`src/hdl/bgi_pkg.sv`:
```
// Shared types and constants for the bilinear grid interpolator.
package bgi_pkg;

    typedef enum logic [1:0] {
        OP_WR_X = 2'd0,
        OP_WR_Y = 2'd1,
        OP_WR_GRID = 2'd2,
        OP_QUERY = 2'd3
    } op_t;

    localparam int FRAC_BITS = 16;
    localparam logic [6:0] MIN_KNOTS = 7'd2;
    localparam logic [0:0] REG_X_USED = 1'b0;
    localparam logic [0:0] REG_Y_USED = 1'b1;

    typedef struct packed {
        op_t op;
        logic [5:0] row_index;
        logic [5:0] col_index;
        logic signed [31:0] write_value;
        logic signed [31:0] query_x;
        logic signed [31:0] query_y;
    } item_t;

    typedef struct packed {
        logic signed [31:0] result_value;
        logic saturated;
        logic used_nearest;
    } result_t;

endpackage

```
`src/hdl/bgi_front.sv`:
```
// Input stage of the interpolator: accepts items and holds them in a short queue.
module bgi_front import bgi_pkg::*; (
    input  logic  aclk,
    input  logic  aresetn,
    input  logic  in_valid,
    output logic  in_ready,
    input  item_t in_item,
    output logic  q_valid,
    input  logic  q_ready,
    output item_t q_item
);
    item_t mem_reg [2];
    logic wp_reg, rp_reg;
    logic [1:0] cnt_reg;
    logic push, pop;

    assign in_ready = (cnt_reg != 2'd2);
    assign q_valid = (cnt_reg != 2'd0);
    assign q_item = mem_reg[rp_reg];
    assign push = in_valid && in_ready;
    assign pop = q_valid && q_ready;

    always_ff @(posedge aclk) begin
        if (push) begin
            mem_reg[wp_reg] <= in_item;
        end
        if (!aresetn) begin
            wp_reg <= 1'b0;
            rp_reg <= 1'b0;
            cnt_reg <= 2'd0;
        end else begin
            if (push) wp_reg <= ~wp_reg;
            if (pop) rp_reg <= ~rp_reg;
            cnt_reg <= cnt_reg + {1'b0, push} - {1'b0, pop};
        end
    end
endmodule

```
`config.mk`:
```
export PLATFORM = sky130hd
export DESIGN_NAME = bgi_front
export DESIGN_NICKNAME = d
export VERILOG_FILES = /design/src/hdl/bgi_pkg.sv /design/src/hdl/bgi_front.sv
export SDC_FILE = /design/constraint.sdc
export NUM_CORES = 1
export LEC_CHECK = 0
export BUFFER_PORTS_ARGS = -buffer_cell sky130_fd_sc_hd__buf_2
export CORE_ASPECT_RATIO = 0.5
export CORE_MARGIN = 2
export CORE_UTILIZATION = 45
export CTS_BUF_LIST = sky130_fd_sc_hd__clkbuf_8
export DETAILED_ROUTE_END_ITERATION = 10
export HOLD_SLACK_MARGIN = 0.15
export PLACE_DENSITY = 0.78
export SLEW_MARGIN = 20
export SYNTH_ARGS = -nofsm -noshare
export SYNTH_HDL_FRONTEND = slang
export SYNTH_SLANG_ARGS = --single-unit
```
`constraint.sdc`:
```
create_clock -name aclk -period 8.1 [get_ports aclk]
set_input_delay 1.215 -clock aclk [delete_from_list [all_inputs] [get_ports aclk]]
set_output_delay 1.215 -clock aclk [all_outputs]
set_load 0.05 [all_outputs]
```
-- After elaboration in Yosys (flattened, before gate mapping)
Memory sizes are Yosys's and may differ from the RTL's. A register that Yosys moved wholly into a read port is not among the register bits.
Cells that the tools add are included.
Widths: inputs -> output; s select.
- memories kept: 1
- logic and storage cells: 16
- bits in latches: 0
- input port bits: 114
- bits in read-only memories: 0
- register bits: 4
- output and inout port bits: 112
- RAM bits: 220
- reduce and logical (&&, ||, !) cells: 3
- add/subtract/negate cells: 2
- order comparisons: 0
- shifts and indexed selects: 0
- multiply operators: 0
- bitwise gates (word level): 2
- mux-type cells: 4
- divide/modulo/power cells: 0
- equality and inequality tests: 1
- memories (memory ; depth ; bits a word ; read ports ; clocked after memory_dff ; wr ports ; RTL line ; source):
    mem_reg ; 2 ; 110 ; 1 ; 1 ; 1 ; bgi_front.sv:12 ; item_t mem_reg [2];
- operators with widths (operator ; count):
    $mux 1 ; 4
    $add 2x1->2 ; 1
    $logic_and 1x1->1 ; 2
    $ne 2x2->1 const B ; 1
    $not 1->1 ; 2
    $reduce_bool 2->1 ; 1
    $sub 2x1->2 ; 1

-- Longest topological paths before layout
- depth in word-level cells: 4
- mapped depth: 8

-- Worst setup path before layout
OpenSTA, ideal clock, no wires.
- kind: input -> register
- from: input port in_valid
- to: memory mem_reg[0][0] (netlist bit) (enable)
- setup slack: 1610 ps
- setup time: 581 ps
- cell stages on the path: 2
- data arrival time: 5909 ps
- data required time: 7519 ps
- path buffers: 0
- cell sequence: nand2_1 > nor2_1
- longest elaborated chain between the ends: 3
- ends and longest elaborated chain (what ; RTL line ; source):
    start, declared ; bgi_front.sv:5 ; input logic in_valid,
    $logic_and 1x1->1 ; bgi_front.sv:20 ; assign push = in_valid && in_ready;
    $mux 1 ; bgi_front.sv:24 ; if (push) begin
    $mux 1 (not written as such) ; bgi_front.sv:25 ; mem_reg[wp_reg] <= in_item;
    end, declared ; bgi_front.sv:12 ;
No other way between the ends.

==> out/qor.txt <==
Status: completed
Mux contribution to synthesized area: 15.2%
Root Driver: clkbuf_8
# setup viols final: 0
Clock sink count: 225
Final critical-path share of the clock period: 50.2%
Cell count after synthesis: 366
GP Congestion: 0.732
First-pass GRT wire length: 23.3 mm
CTS resizes: 0
Worst EP required: 6.88 ns
Layout cells sized above 1: 59.8%
CTS Hold Bufs: 0
Max frequency: 0.246 GHz
CTS max path bufs: 3
Worst IR Drop VDD: 0.000230 V
Clk_skew: 0.0217 ns
Crit path max fanout: 61
Arrival time at the worst endpoint: 2.85 ns
Initial antenna violation count: 2
Most frequent cells in the layout: buf_2, edfxtp_1, mux2_2
Synth Area in Compound Gates: 0.0915%
Vias in the first global route: 4521
Via Count: 4180
Vias/cell: 4.77
Synth cell types: 17
Port Buffers: 225
Final Hold Fails: 0
WHS: 0.550 ns
WP buf/inv: 2
Row Count: 34
Initial drt markers: 218
Gr ovfl total: 0
Final Slew Violations: 0
Min-Delay Endpoint: wp_reg
MaxCap Viol Count: 0
Post-Syn Area: 0.00821 sq mm
XOR/XNOR share of the synthesized area: 0.320%
Layout area overhead: 23.8%
CP endpoint kind: output pin
Largest net degree at the start of global routing: 71
Worst-skew pair later-pin latency: 0.55 ns
Pwr dens: 352 mW/mm^2
Sequential share of the synthesized area: 81.7%
HPWL after detailed placement: 10.1 mm
R2r worst-path depth: 5
Core ar.: 0.0176 sq mm
CTS tree: done
Nets: 732
CTS clk-pin slew, worst paths: 0.07 ns
R2R setup slack: 5.43 ns
Largest family of logic cells by synthesized area: multiplexers
Inserted Clock Buffers: 31
Width of the die: 195 microns
Critical path class: flop to output pin
Most common cell after layout, fill and taps aside: buf_2
Syn_nets: 482
Remaining DRCs: 0
Slew headroom: 36.5%
Drt pass-1 iters: 6
Final min period: 4.06 ns
IO Count: 226
Critical Path Max Stage Delay: 0.77 ns
Simple-Gate Fraction of Synth Area: 0.747%
Number of nets with antenna violations after routing: 0
Synth Warn #: 0
Setup tns final: 0 ns
RSZ-0062 raised after global routing: no
Hold Path Stages: 2
Wire length per cell: 17.7 microns
Hold Startpoint: wp_reg
Drt total wl: 15.5 mm
Die Span Y: 99.5 microns
CP Cell Sequence: buf_4, mux2_2, buf_2
Initial Utilization: 46.6%
GRT Util Overall: 15.5%
Max reg flops: 220
Postcts setup bufs: 0
Top delay family on crit path: buffers and inverters
Setup crit start kind: flop
Worst hold path class: flop to flop
R2r endpoint: mem_reg[0][79]
Adder-Cell Fraction of Synth Area: 0.305%
CP max-delay cell: dfxtp_4
Yosys reg bits: 225
Worst slew pin tran: 0.953 ns
Leak Pwr: 3.80 nW
FF-to-FF Start: cnt_reg[0]
Die area: 0.0194 sq mm
Syn_area_per_cell: 22.4 sq um
H-tree lvl count: 1
[Yosys cell counts]
| master | count | share of area [%] |
|---|---|---|
| edfxtp_1 | 220 | 80 |
| mux2_2 | 110 | 15 |
| buf_6 | 11 | 1.5 |
| dfxtp_1 | 5 | 1.2 |
| xnor2_1 | 3 | 0.32 |
| and2_1 | 2 | 0.15 |
| ha_1 | 2 | 0.30 |
| nand2_1 | 2 | 0.091 |
| nand2b_1 | 2 | 0.15 |
| nor2b_1 | 2 | 0.15 |
| and3_1 | 1 | 0.076 |
| buf_2 | 1 | 0.061 |
| inv_1 | 1 | 0.046 |
| mux2i_1 | 1 | 0.12 |
| nor2_1 | 1 | 0.046 |
| o21a_1 | 1 | 0.091 |
| or2_2 | 1 | 0.076 |
[metrics by stage]
stage          utilization (%)  setup WS, ns  instances  area, sq um  power, mW
5_1_grt                   57.7          3.87        876        10200       3.71
2_1_floorplan                -          1.61        366         8210       2.54
3_5_place_dp              54.3          4.59        817         9560       2.78
3_3_place_gp              54.1          4.40        816         9540       2.75
6_report                  57.7          4.04        876        10200       3.57
4_1_cts                   57.7          3.99        874        10200       3.61
[report_power, final]
| group | switching [mW] | internal [mW] | leakage [nW] |
|---|---|---|---|
| clock | 0.412 | 0.423 | 0.324 |
| combinational | 0.879 | 0.332 | 1.38 |
| sequential | 0.0645 | 1.46 | 2.10 |
| total | 1.36 | 2.22 | 3.80 |
[final cells by class]
class | count | area [sq um]
fillers | 1358 | 7450
clock inverters | 26 | 164
flip-flops and latches | 225 | 6710
repair buffers | 229 | 1180
well taps | 234 | 293
diodes | 2 | 5.00
inverters | 1 | 3.75
multi-input cells | 128 | 1380
clock buffers | 31 | 427
[how the worst max path moves through the flow]
stage | end | slack (ns) | depth (start not counted)
2_1_floorplan | mem_reg[0][0] | 1.61 | 2
3_3_place_gp | mem_reg[0][93] | 4.40 | 4
3_5_place_dp | q_item[8] | 4.59 | 3
4_1_cts | q_item[8] | 3.99 | 3
5_1_grt | q_item[59] | 3.87 | 3
6_report | q_item[8] | 4.04 | 3
[worst register-to-register path, stage by stage (launching register included)]
cell and delay (ns):
dfxtp_1 0.36, nand2b_1 0.16, nand2_1 0.14, nor2_4 0.53
buf_16 0.26, buf_4 0.75
[cells by family after synthesis]
kind of cell             after synthesis
AO/OA/AOI/OAI                          1
flip-flops                           225
AND/OR/NAND/NOR                       11
adder cells (fa/ha/maj)                2
multiplexers                         111
buffers and inverters                 13
XOR/XNOR                               3
[per-layer routing]
metal | wire length (microns) | track usage [%] | up-vias
li1 | - | - | 1960
met1 | 5910 | 16.8 | 2078
met4 | 423 | 5.99 | 0
met3 | 598 | 3.42 | 37
met2 | 8550 | 30.0 | 105
met5 | 0 | 0 | -
No activity file was read; power rests on OpenSTA's default activity.
